File: src/gcdpf_pkg.sv
// Package for the prime-factor-merge GCD unit.
// Holds sizing constants and the command and status structs between controller and datapath.
// No dependencies.
package gcdpf_pkg;

  localparam int OperandBits = 16;
  localparam int MaxFactors  = 16;
  localparam int CountBits   = $clog2(MaxFactors + 1);
  localparam int IdxBits     = $clog2(MaxFactors);
  localparam int DivCntBits  = $clog2(OperandBits + 1);

  localparam logic [OperandBits-1:0] FirstCand   = OperandBits'(2);
  localparam logic [OperandBits:0]   FirstSquare = (OperandBits + 1)'(4);
  localparam logic [OperandBits-1:0] ProductInit = OperandBits'(1);

  typedef struct packed {
    logic load_in;
    logic init_fac;
    logic sel;
    logic push_rest;
    logic div_start;
    logic div_hit;
    logic next_cand;
    logic merge_init;
    logic merge_step;
    logic out_load;
  } cmd_t;

  typedef struct packed {
    logic rest_le1;
    logic sq_gt_rest;
    logic div_done;
    logic rem_zero;
    logic merge_end;
  } status_t;

endpackage

File: src/gcdpf_dpath.sv
// Datapath of the prime-factor-merge GCD unit: operand and trial registers,
// shared restoring divider, two factor stores and the merge product.
// Depends on gcdpf_pkg.
module gcdpf_dpath (
  input  logic                                clk_i,
  input  logic                                rst_ni,
  input  gcdpf_pkg::cmd_t                     cmd_i,
  input  logic [gcdpf_pkg::OperandBits-1:0]   first_value_i,
  input  logic [gcdpf_pkg::OperandBits-1:0]   second_value_i,
  output gcdpf_pkg::status_t                  status_o,
  output logic [gcdpf_pkg::OperandBits-1:0]   divisor_o
);

  localparam int N = gcdpf_pkg::OperandBits;

  logic [N-1:0] a_q, b_q;
  logic [N-1:0] rest_q, cand_q;
  logic [N:0]   sq_q;
  logic [gcdpf_pkg::CountBits-1:0] cnt0_q, cnt1_q, ta_q, tb_q, cur_cnt;
  logic [gcdpf_pkg::IdxBits-1:0]   ta_idx, tb_idx;
  logic [N-1:0] mem0 [gcdpf_pkg::MaxFactors];
  logic [N-1:0] mem1 [gcdpf_pkg::MaxFactors];
  logic [N-1:0] rd0_q, rd1_q;
  logic [N-1:0] rem_q, quo_q;
  logic [gcdpf_pkg::DivCntBits-1:0] dcnt_q;
  logic [N:0]   shifted, diff;
  logic         ge;
  logic [N-1:0] product_q, divisor_q, push_val;
  logic [2*N-1:0] mul;
  logic         push, push_ok;

  assign push     = cmd_i.push_rest | cmd_i.div_hit;
  assign push_val = cmd_i.push_rest ? rest_q : cand_q;
  assign cur_cnt  = cmd_i.sel ? cnt1_q : cnt0_q;
  assign push_ok  = cur_cnt < gcdpf_pkg::CountBits'(gcdpf_pkg::MaxFactors);

  assign ta_idx = gcdpf_pkg::IdxBits'(ta_q - gcdpf_pkg::CountBits'(1));
  assign tb_idx = gcdpf_pkg::IdxBits'(tb_q - gcdpf_pkg::CountBits'(1));

  assign shifted = {rem_q, quo_q[N-1]};
  assign ge      = shifted >= {1'b0, cand_q};
  assign diff    = shifted - {1'b0, cand_q};

  assign mul = {{N{1'b0}}, product_q} * {{N{1'b0}}, rd0_q};

  // Factor counts and divider step count
  always_ff @(posedge clk_i or negedge rst_ni) begin
    if (!rst_ni) begin
      cnt0_q <= '0;
      cnt1_q <= '0;
      dcnt_q <= '0;
    end else begin
      if (cmd_i.init_fac) begin
        if (cmd_i.sel) cnt1_q <= '0;
        else cnt0_q <= '0;
      end else if (push && push_ok) begin
        if (cmd_i.sel) cnt1_q <= cnt1_q + gcdpf_pkg::CountBits'(1);
        else cnt0_q <= cnt0_q + gcdpf_pkg::CountBits'(1);
      end
      if (cmd_i.div_start) begin
        dcnt_q <= gcdpf_pkg::DivCntBits'(N);
      end else if (dcnt_q != '0) begin
        dcnt_q <= dcnt_q - gcdpf_pkg::DivCntBits'(1);
      end
    end
  end

  // Factor stores with registered top reads
  always_ff @(posedge clk_i) begin
    if (push && push_ok && !cmd_i.sel) mem0[cnt0_q[gcdpf_pkg::IdxBits-1:0]] <= push_val;
    if (push && push_ok && cmd_i.sel)  mem1[cnt1_q[gcdpf_pkg::IdxBits-1:0]] <= push_val;
    rd0_q <= mem0[ta_idx];
    rd1_q <= mem1[tb_idx];
  end

  // Operands, trial state, divider, merge
  always_ff @(posedge clk_i) begin
    if (cmd_i.load_in) begin
      a_q       <= first_value_i;
      b_q       <= second_value_i;
      product_q <= gcdpf_pkg::ProductInit;
    end
    if (cmd_i.init_fac) begin
      rest_q <= cmd_i.sel ? b_q : a_q;
      cand_q <= gcdpf_pkg::FirstCand;
      sq_q   <= gcdpf_pkg::FirstSquare;
    end else if (cmd_i.div_hit) begin
      rest_q <= quo_q;
    end else if (cmd_i.next_cand) begin
      cand_q <= cand_q + N'(1);
      sq_q   <= sq_q + {cand_q, 1'b1};
    end
    if (cmd_i.div_start) begin
      rem_q <= '0;
      quo_q <= rest_q;
    end else if (dcnt_q != '0) begin
      rem_q <= ge ? diff[N-1:0] : shifted[N-1:0];
      quo_q <= {quo_q[N-2:0], ge};
    end
    if (cmd_i.merge_init) begin
      ta_q <= cnt0_q;
      tb_q <= cnt1_q;
    end else if (cmd_i.merge_step) begin
      if (rd0_q == rd1_q) begin
        product_q <= mul[N-1:0];
        ta_q      <= ta_q - gcdpf_pkg::CountBits'(1);
        tb_q      <= tb_q - gcdpf_pkg::CountBits'(1);
      end else if (rd0_q > rd1_q) begin
        ta_q <= ta_q - gcdpf_pkg::CountBits'(1);
      end else begin
        tb_q <= tb_q - gcdpf_pkg::CountBits'(1);
      end
    end
    if (cmd_i.out_load) divisor_q <= product_q;
  end

  assign status_o.rest_le1   = rest_q <= N'(1);
  assign status_o.sq_gt_rest = sq_q > {1'b0, rest_q};
  assign status_o.div_done   = dcnt_q == '0;
  assign status_o.rem_zero   = rem_q == '0;
  assign status_o.merge_end  = (ta_q == '0) || (tb_q == '0);
  assign divisor_o           = divisor_q;

endmodule

File: src/gcdpf_ctrl.sv
// Controller of the prime-factor-merge GCD unit: sequences trial division
// of both operands, the merge of the factor stores and the result transfer.
// Depends on gcdpf_pkg.
module gcdpf_ctrl (
  input  logic               clk_i,
  input  logic               rst_ni,
  input  logic               in_valid_i,
  output logic               in_ready_o,
  output logic               out_valid_o,
  input  logic               out_ready_i,
  input  gcdpf_pkg::status_t status_i,
  output gcdpf_pkg::cmd_t    cmd_o
);

  typedef enum logic [8:0] {
    StIdle      = 9'b000000001,
    StFacInit   = 9'b000000010,
    StFacCheck  = 9'b000000100,
    StFacDiv    = 9'b000001000,
    StFacRediv  = 9'b000010000,
    StMergeInit = 9'b000100000,
    StMergeRd   = 9'b001000000,
    StMergeCmp  = 9'b010000000,
    StFinish    = 9'b100000000
  } state_e;

  state_e state_q, state_d;
  logic   sel_q, sel_d;
  logic   out_valid_q, out_valid_d;

  always_comb begin
    state_d = state_q;
    sel_d   = sel_q;
    cmd_o   = '0;
    cmd_o.sel = sel_q;
    case (state_q)
      StIdle: begin
        if (in_valid_i) begin
          cmd_o.load_in = 1'b1;
          sel_d   = 1'b0;
          state_d = StFacInit;
        end
      end
      StFacInit: begin
        cmd_o.init_fac = 1'b1;
        state_d = StFacCheck;
      end
      StFacCheck: begin
        if (status_i.rest_le1 || status_i.sq_gt_rest) begin
          cmd_o.push_rest = !status_i.rest_le1;
          if (!sel_q) begin
            sel_d   = 1'b1;
            state_d = StFacInit;
          end else begin
            state_d = StMergeInit;
          end
        end else begin
          cmd_o.div_start = 1'b1;
          state_d = StFacDiv;
        end
      end
      StFacDiv: begin
        if (status_i.div_done) begin
          if (status_i.rem_zero) begin
            cmd_o.div_hit = 1'b1;
            state_d = StFacRediv;
          end else begin
            cmd_o.next_cand = 1'b1;
            state_d = StFacCheck;
          end
        end
      end
      StFacRediv: begin
        cmd_o.div_start = 1'b1;
        state_d = StFacDiv;
      end
      StMergeInit: begin
        cmd_o.merge_init = 1'b1;
        state_d = StMergeRd;
      end
      StMergeRd: begin
        state_d = StMergeCmp;
      end
      StMergeCmp: begin
        if (status_i.merge_end) begin
          state_d = StFinish;
        end else begin
          cmd_o.merge_step = 1'b1;
          state_d = StMergeRd;
        end
      end
      StFinish: begin
        if (!out_valid_q || out_ready_i) begin
          cmd_o.out_load = 1'b1;
          state_d = StIdle;
        end
      end
      default: begin
        state_d = StIdle;
      end
    endcase
  end

  always_comb begin
    out_valid_d = out_valid_q;
    if (cmd_o.out_load) out_valid_d = 1'b1;
    else if (out_ready_i) out_valid_d = 1'b0;
  end

  always_ff @(posedge clk_i or negedge rst_ni) begin
    if (!rst_ni) begin
      state_q     <= StIdle;
      sel_q       <= 1'b0;
      out_valid_q <= 1'b0;
    end else begin
      state_q     <= state_d;
      sel_q       <= sel_d;
      out_valid_q <= out_valid_d;
    end
  end

  assign in_ready_o  = state_q == StIdle;
  assign out_valid_o = out_valid_q;

endmodule

File: src/gcd_by_prime_factor_merge.sv
// GCD by prime-factor merge. Each operand is factored by trial division on the
// shared bit-serial restoring divider; the two factor stores are then merged,
// multiplying each common factor into the product.
// One item at a time; the next is accepted once the result sits in the output register.
// Reset: controller idle, factor counts zero, no result valid; stores are not cleared.
module gcd_by_prime_factor_merge (
  input  logic                              clk_i,
  input  logic                              rst_ni,
  input  logic                              in_valid_i,
  output logic                              in_ready_o,
  input  logic [gcdpf_pkg::OperandBits-1:0] first_value_i,
  input  logic [gcdpf_pkg::OperandBits-1:0] second_value_i,
  output logic                              out_valid_o,
  input  logic                              out_ready_i,
  output logic [gcdpf_pkg::OperandBits-1:0] divisor_o
);

  gcdpf_pkg::cmd_t    cmd;
  gcdpf_pkg::status_t status;

  gcdpf_ctrl u_ctrl (
    .clk_i       (clk_i),
    .rst_ni      (rst_ni),
    .in_valid_i  (in_valid_i),
    .in_ready_o  (in_ready_o),
    .out_valid_o (out_valid_o),
    .out_ready_i (out_ready_i),
    .status_i    (status),
    .cmd_o       (cmd)
  );

  gcdpf_dpath u_dpath (
    .clk_i          (clk_i),
    .rst_ni         (rst_ni),
    .cmd_i          (cmd),
    .first_value_i  (first_value_i),
    .second_value_i (second_value_i),
    .status_o       (status),
    .divisor_o      (divisor_o)
  );

`ifndef NO_ASSERTIONS
  a_busy_after_in: assert property (@(posedge clk_i) disable iff (!rst_ni)
    (in_valid_i && in_ready_o) |=> !in_ready_o)
    else $error("input transfer did not start work");

  a_div_runs: assert property (@(posedge clk_i) disable iff (!rst_ni)
    cmd.div_start |=> !status.div_done)
    else $error("divider not busy after start");

  a_no_overwrite: assert property (@(posedge clk_i) disable iff (!rst_ni)
    cmd.out_load |-> (!out_valid_o || out_ready_i))
    else $error("pending result overwritten");

  a_load_idle: assert property (@(posedge clk_i) disable iff (!rst_ni)
    cmd.load_in |-> in_ready_o)
    else $error("operands loaded while busy");
`endif

endmodule
File: config.mk
export PLATFORM = sky130hd
export DESIGN_NAME = gcd_by_prime_factor_merge
export DESIGN_NICKNAME = d
export VERILOG_FILES = /design/src/gcdpf_pkg.sv /design/src/gcdpf_dpath.sv /design/src/gcdpf_ctrl.sv /design/src/gcd_by_prime_factor_merge.sv
export SDC_FILE = /design/constraint.sdc
export NUM_CORES = 1
export LEC_CHECK = 0
export BUFFER_PORTS_ARGS = -buffer_cell sky130_fd_sc_hd__buf_4
export CORE_MARGIN = 4
export CORE_UTILIZATION = 48
export CTS_BUF_LIST = sky130_fd_sc_hd__clkbuf_2
export CTS_CLUSTER_DIAMETER = 50
export DETAILED_ROUTE_END_ITERATION = 10
export GPL_ROUTABILITY_DRIVEN = 0
export PLACE_DENSITY = 0.68
export SYNTH_ARGS = -nofsm -noshare
export SYNTH_HDL_FRONTEND = slang
export SYNTH_SLANG_ARGS = --single-unit
File: constraint.sdc
create_clock -name clk_i -period 6.8 [get_ports clk_i]
set_input_delay 0.34 -clock clk_i [delete_from_list [all_inputs] [get_ports clk_i]]
set_output_delay 0.34 -clock clk_i [all_outputs]
set_load 0.01 [all_outputs]
==> results of run 1 <==
-- power by group through the flow --
stage	clock [mW]	sequential (mW)	combinational (mW)
2_1_floorplan	0	5.28	1.01
3_3_place_gp	0	5.31	1.27
3_5_place_dp	0	5.32	1.33
4_1_cts	3.09	5.22	1.37
5_1_grt	3.34	5.25	1.54
6_report	3.00	5.23	1.37
-- cell type report --
class,count,share of cell area
diodes,2,0.000131
clock buffers,265,0.0346
clock inverters,68,0.0112
inverters,192,0.0188
multi-input cells,1287,0.325
flip-flops and latches,725,0.539
well taps,940,0.0307
repair buffers,183,0.0408
-- flip-flops by register name, indices dropped and copies added (netlist names), 16 cells and up --
| signal | cells |
|---|---|
| u_dpath.mem0 | 256 |
| u_dpath.rd1_q | 16 |
| u_dpath.divisor_o | 16 |
| u_dpath.a_q | 16 |
| u_dpath.rd0_q | 16 |
| u_dpath.product_q | 16 |
| u_dpath.quo_q | 16 |
| u_dpath.mem1 | 256 |
| u_dpath.b_q | 16 |
| u_dpath.rem_q | 16 |
| u_dpath.cand_q | 16 |
| u_dpath.rest_q | 16 |
| u_dpath.sq_q | 17 |
-- how the worst max path moves through the flow --
stage	startpoint	slack (ps)	to	cells after the start
5_1_grt	u_dpath.rd0_q[1]	820	u_dpath.product_q[15]	18
6_report	u_dpath.rd0_q[1]	1310	u_dpath.product_q[14]	16
3_5_place_dp	u_dpath.rd0_q[1]	1350	u_dpath.product_q[15]	18
4_1_cts	u_dpath.rd0_q[1]	1280	u_dpath.product_q[15]	18
3_3_place_gp	u_dpath.rd0_q[1]	1400	u_dpath.product_q[15]	18
2_1_floorplan	u_dpath.rd0_q[1]	1660	u_dpath.product_q[14]	17
-- metrics by stage --
step	std cells	instance area, um^2	utilization	setup slack (ps)	hold slack, ps
floorplan	2301	34100	-	1660	44.4
finish	3662	38300	0.546	1310	211
detailed placement	3255	35900	0.510	1350	273
global route	3661	38300	0.546	817	120
global placement	3255	35900	0.510	1400	275
CTS	3660	38300	0.546	1280	23.9
-- logic make-up after synthesis --
| kind of cell | share of synthesized area |
|---|---|
| fa+ha+maj | 0.0944 |
| mux | 0.120 |
| compound gates | 0.0452 |
| buf+inv | 0.0329 |
| flops | 0.606 |
| xor+xnor | 0.0223 |
| simple gates | 0.0789 |
-- worst max-delay path, stage by stage (launching register included) --
cell and delay [ps]:
dfxtp_1 690, nand2_1 160, fa_1 530, fa_1 570, fa_1 440, fa_1 540, inv_1 50, fa_1 470
inv_1 50, fa_1 470, inv_1 40, ha_1 370, nand3_1 90, or4_1 440, a31oi_1 190, xnor2_1 130
o21ai_0 80
-- timing repair --
action                    CTS  global route
buffers inserted            0             0
hold buffers               72             0
hold endpoints to repair   94             0
-- layout by cell type, fill, tap and decap left out, drive strengths merged, types with 13 or more instances in the layout --
master	synthesis	routed
a211oi	22	22
nor3	31	31
mux4	160	160
nand4	19	19
a21o	20	20
inv	192	199
o21ai	83	83
buf	29	112
xnor2	64	64
xor2	21	21
dlygate4sd3	0	71
mux2i	27	27
clkbuf	68	265
a21oi	52	52
dfxtp	97	97
ha	126	126
nor2	110	110
mux2	19	19
fa	82	82
nor4	19	19
clkinv	0	55
nand2	187	187
nor2b	13	13
and3	15	15
edfxtp	602	602
and2	71	71
dfrtp	25	25
nand3	34	34
-- routing by layer --
layer / vias up / wire length [um]
met5: - / 0
met4: 0 / 1910
met3: 139 / 4700
met2: 729 / 39700
met1: 10300 / 32100
li1: 9201 / -
-- Yosys cell counts (all sizes together) (13+ instances only) --
| cell type | number | area (um^2) |
|---|---|---|
| edfxtp | 602 | 18100 |
| inv | 192 | 721 |
| nand2 | 187 | 712 |
| mux4 | 160 | 3600 |
| ha | 126 | 1580 |
| nor2 | 110 | 420 |
| dfxtp | 97 | 1940 |
| o21ai | 83 | 415 |
| fa | 82 | 1640 |
| and2 | 71 | 444 |
| clkbuf | 68 | 255 |
| xnor2 | 64 | 576 |
| a21oi | 52 | 260 |
| nand3 | 34 | 180 |
| nor3 | 31 | 166 |
| buf | 29 | 145 |
| mux2i | 27 | 270 |
| dfrtp | 25 | 626 |
| a211oi | 22 | 165 |
| xor2 | 21 | 184 |
| a21o | 20 | 150 |
| mux2 | 19 | 214 |
| nand4 | 19 | 119 |
| nor4 | 19 | 140 |
| and3 | 15 | 93.8 |
| nor2b | 13 | 81.3 |
==> run summary, run 1 <==
• **status** complete, no violations
• **final max-slew violation count** 0
• **ratio of final minimum period to clock period** 0.808
• **kind of launch point of the worst setup path** flop
• **Post-DRT Antenna Nets** 0
• **share of synthesized registers carrying an async set or reset** 0.0359
• **total number of clock tree sinks** 725
• **Worst slew margin** 0.0984
• **Post-synth EDFFs** 602
• **share of power burned in the clock network** 0.313
• **syn_area_per_cell** 14.8 um^2
• **reg-to-reg critical path startpoint** u_dpath.rd0_q[1]
• **I/O Buffers** 53
• **critical path arrival** 6660 ps
• **part of the Yosys area used for sequential elements** 0.606
• **Yosys warning total** 0
• **transition at the pin with the smallest max-transition slack** 1350 ps
• **classification of the worst setup path** flop to flop
• **Top Usage Layer GRT** met2
• **post-synthesis net count** 2,545
• **Layout Area Growth over Synthesis** 12.5%
• **Final Skew** 135 ps
• **Max VDD drop** 178 uV
• **Tot GR Track Use** 0.214
• **vias post-DR** 20,300
• **register clock-pin slew on the reported worst setup and hold paths** 120 ps
• **Boundary Pins** 54
• **number of maximum-capacitance violations** 0
• **maximum number of pins on one net before global-route repair** 66
• **post-layout power** 9.60 mW
• **initial antenna violation count** 1
• **Internal Pwr Total** 6.86 mW
• **hold violation total from the final report** 0
• **reported net switching power** 2.74 mW
• **top achievable clock speed** 0.182 GHz
• **worst r2r dst** u_dpath.product_q[14]
• **final setup TNS** 0 ps
• **CTS tree** yes
• **Vias/cell** 5.55
• **clock buffer count from CTS** 179
• **starting DRC count in detailed routing** 1,570
• **origin of the worst min-delay path** first_value_i[1]
• **Die Footprint** 75,300 um^2
• **instance count along the most critical hold path** 3
• **leakage power total** 14.3 nW
• **area of the placeable core** 70,300 um^2
• **sort of element at the end of the critical path** flop
• **vias in the first global route** 21,600
• **# H-tree levels** 4
• **critical path required time** 7970 ps
• **setup repair after global routing missed its margin** false
• **crit path time final** 5490 ps
• **count of final setup violators** 0
• **Detail Placement HPWL** 49.7 mm
• **area of the multi-input gates** 12,500 um^2
• **Syn Std Cell Area** 34,100 um^2
• **Unique masters post-synth** 75
• **number of cells on the worst reg-to-reg path** 16
• **clock latency of the later-clocked register in the worst-skew pair** 1420 ps
• **global-route congestion overflow total** 0
• **Power per Cell Area** 250 nW/um^2
• **Flop pwr share** 0.544
• **fraction of final layout cells sized beyond drive strength 1** 0.231
• **number of register bits inferred by synthesis** 725
• **overall die width** 274 um
• **overall die height** 274 um
• **register-to-register setup slack** 1310 ps
• **Bufs on Longest Clock Path** 3
• **wire length of the first global-routing pass** 123 mm
• **total area of sequential cells** 20,700 um^2
• **# nets final** 2,812
• **detailed-route wire length** 78.4 mm
• **met2 usage in global routing** 0.366
• **worst min-delay path class** input pin to flop
• **post-synthesis instance total** 2,301
• **clock root buffer master** clkbuf_2
• **number of rows created at floorplan** 97
• **global routing usage on met1** 0.273
• **most frequently used flop master after synthesis** edfxtp_1
• **Avg WL per Cell** 21.4 um
• **Remaining DRCs** 0
• **drt first pass iters** 5
• **global routing met3 resource utilization** 0.0426
• **maximum fanout along the worst path** 16
• **switching share of power** 0.286
• **FILL cells** 5,629
• **part of the total power dissipated in combinational logic** 0.143
• **Post-CTS Resized** 0
• **starting density of the core** 0.485
• **hold path endpoint** u_dpath.a_q[1]
No activity file was read; power rests on OpenSTA's default activity.
==> run 2, diff against run 1 <==
==> constraint.sdc (replaced) <==
create_clock -name clk_i -period 5.6 [get_ports clk_i]
set_input_delay 0.28 -clock clk_i [delete_from_list [all_inputs] [get_ports clk_i]]
set_output_delay 0.28 -clock clk_i [all_outputs]
set_load 0.01 [all_outputs]
==> run 2 against run 1 <==
Compared with the run above: routed wire length up 0.35%; sequential share of layout area down 0.33 points; sequential power up 21%; critical endpoint is now u_dpath.product_q[15]; critical path depth up 3; final area up 0.62%; maximum frequency up 3.6%; die area unchanged; via count up 0.76%; combinational power up 22%; global-route usage up 0.055 points; clock power up 20%; flip-flop and latch count unchanged.
==> run summary, run 2 (synthesis results as in run 1) <==
• **wire length of the first global-routing pass** 122 mm, -0.31%
• **Boundary Pins** 54, unchanged
• **total stage count of the critical path** 19, +3
• **ratio of final minimum period to clock period** 0.947, +0.139
• **fraction of final layout cells sized beyond drive strength 1** 0.238, +0.00629
• **leakage power total** 14.4 nW, +1.0%
• **fin area** 38,600 um^2, +0.62%
• **instance count along the most critical hold path** 3, unchanged
• **vias in the first global route** 21,500, -0.44%
• **maximum fanout along the worst path** 13, -3
• **critical path arrival** 6540 ps, -120 ps
• **Die Footprint** 75,300 um^2, unchanged
• **area of the placeable core** 70,300 um^2, unchanged
• **total number of clock tree sinks** 725, unchanged
• **Bufs on Longest Clock Path** 3, unchanged
• **starting density of the core** 0.485, unchanged
• **detailed-route wire length** 78.7 mm, +0.35%
• **number of cells on the worst reg-to-reg path** 19, +3
• **initial antenna violation count** 4, +3
• **critical path required time** 6840 ps, -1130 ps
• **Max VDD drop** 201 uV, +13%
• **setup repair after global routing missed its margin** false
• **Crit-path slowest cell** fa_1
• **Setup WS pre-CTS** 236 ps, -1110 ps
• **Final Skew** 105 ps, -30.3 ps
• **largest incremental delay on the critical path** 550 ps, -140 ps
• **Avg WL per Cell** 21.3 um, -0.52%
• **status** complete, no violations
• **Tot GR Track Use** 0.215, +0.000553
• **CP Cell Sequence** and2_1 -> fa_1 -> inv_1 -> fa_1 -> fa_1 -> fa_1 -> inv_1 -> fa_1 -> inv_1 -> fa_1 -> inv_1 -> ha_1 -> and3_1 -> a21oi_1 -> o21ai_0 -> nor4_1 -> nor3_1 -> xnor2_1 -> o21ai_0
• **global-route congestion overflow total** 0, unchanged
• **count of final setup violators** 0, unchanged
• **worst min-delay path class** input pin to flop
• **clock root buffer master** clkbuf_2
• **vias post-DR** 20,500, +0.76%
• **overall die height** 274 um, unchanged
• **maximum number of pins on one net before global-route repair** 54, -18%
• **final setup TNS** 0 ps, unchanged
• **starting DRC count in detailed routing** 1,702, +8.4%
• **register clock-pin slew on the reported worst setup and hold paths** 90 ps, -30 ps
• **worst path setup slack after routing** 297 ps, -1010 ps
• **final max-slew violation count** 0, unchanged
• **commonest non-fill, non-tap cell in the layout** edfxtp_1
• **Power per Cell Area** 301 nW/um^2, +20%
• **clock latency of the later-clocked register in the worst-skew pair** 1390 ps, -30 ps
• **Layout Area Growth over Synthesis** 13.2%
• **most repeated library cell on the critical path** fa_1
• **classification of the worst setup path** flop to flop
• **number of maximum-capacitance violations** 0, unchanged
• **number of rows created at floorplan** 97, unchanged
• **crit path time final** 5300 ps, -191 ps
• **Detail Placement HPWL** 50.5 mm, +1.6%
• **Remaining DRCs** 0, unchanged
• **placed instance area** 35,900 um^2, +0.25%
• **# nets final** 2,848, +1.3%
• **drt first pass iters** 5, unchanged
• **clock buffer count from CTS** 186, +3.9%
• **kind of cell adding the most delay to the critical path** adder cells
• **Worst slew margin** 0.131, +0.0329
• **overall die width** 274 um, unchanged
• **CTS tree** yes
• **I/O Buffers** 53, unchanged
• **hold violation total from the final report** 0, unchanged
• **leading cell types in the layout, fill and taps excluded** edfxtp_1, clkbuf_2, inv_1
• **kind of launch point of the worst setup path** flop
• **sort of element at the end of the critical path** flop
• **top achievable clock speed** 0.189 GHz, +3.6%
• **# H-tree levels** 4, unchanged
• **Vias/cell** 5.54, -0.12%
• **Post-DRT Antenna Nets** 0, unchanged
• **buffering stage count on the worst path with inverters included** 4, +1
• **transition at the pin with the smallest max-transition slack** 1300 ps, -49.4 ps
[run 2: layout make-up]
type                    instances  area (um^2)
diodes                          5         12.5
clock inverters                59          352
multi-input cells            1287        12500
well taps                     940         1180
fillers                      5626        31700
repair buffers                212         1820
flip-flops and latches        725        20700
inverters                     192          721
clock buffers                 274         1370
[run 2: tightest hold or removal path, stage by stage]
cell	delay [ps]
dlygate4sd3_1	520
buf_4	90
dlygate4sd3_1	530
[run 2: final timing paths]
| check | slack (ps) | end | startpoint |
|---|---|---|---|
| worst max-delay path | 300 | u_dpath.product_q[15] | u_dpath.rd0_q[4] |
| worst min-delay path | 190 | u_dpath.a_q[0] | first_value_i[0] |
| worst max register to register | 300 | u_dpath.product_q[15] | u_dpath.rd0_q[4] |
| worst min register to register | 500 | u_dpath.sq_q[3] | u_dpath.sq_q[3] |
| max in group asynchronous | 4830 | u_ctrl.state_q[0] | rst_ni |
| min in group asynchronous | 490 | u_dpath.cnt1_q[4] | rst_ni |
[run 2: per-layer routing]
layer  track usage  part of all wire
met1         0.275              0.41
met2         0.355              0.49
met3        0.0482             0.058
met4        0.0916             0.036
met5             0           0.00043
[run 2: metrics by stage]
step	hold WS, ps	utilization	power (mW)	std cells
floorplan	-15.6	-	7.63	2301
global placement	207	0.512	8.00	3267
detailed placement	211	0.512	8.07	3267
CTS	2.66	0.549	11.7	3689
global route	75.8	0.549	12.3	3692
finish	190	0.549	11.6	3694
[run 2: repair_timing]
action	4_1_cts	5_1_grt
buffers inserted	0	0
endpoints found under the hold margin	94	0
gates resized for setup	0	1
hold buffers	89	0
setup endpoints to repair	0	1
[run 2: report_power, final]
part           switching [mW]  leakage, nW  internal, mW  total [mW]
logic                   0.952         6.23         0.717        1.67
clock network            2.14         1.30          1.46        3.61
registers               0.180         6.87          6.17        6.35
total                    3.27         14.4          8.35        11.6
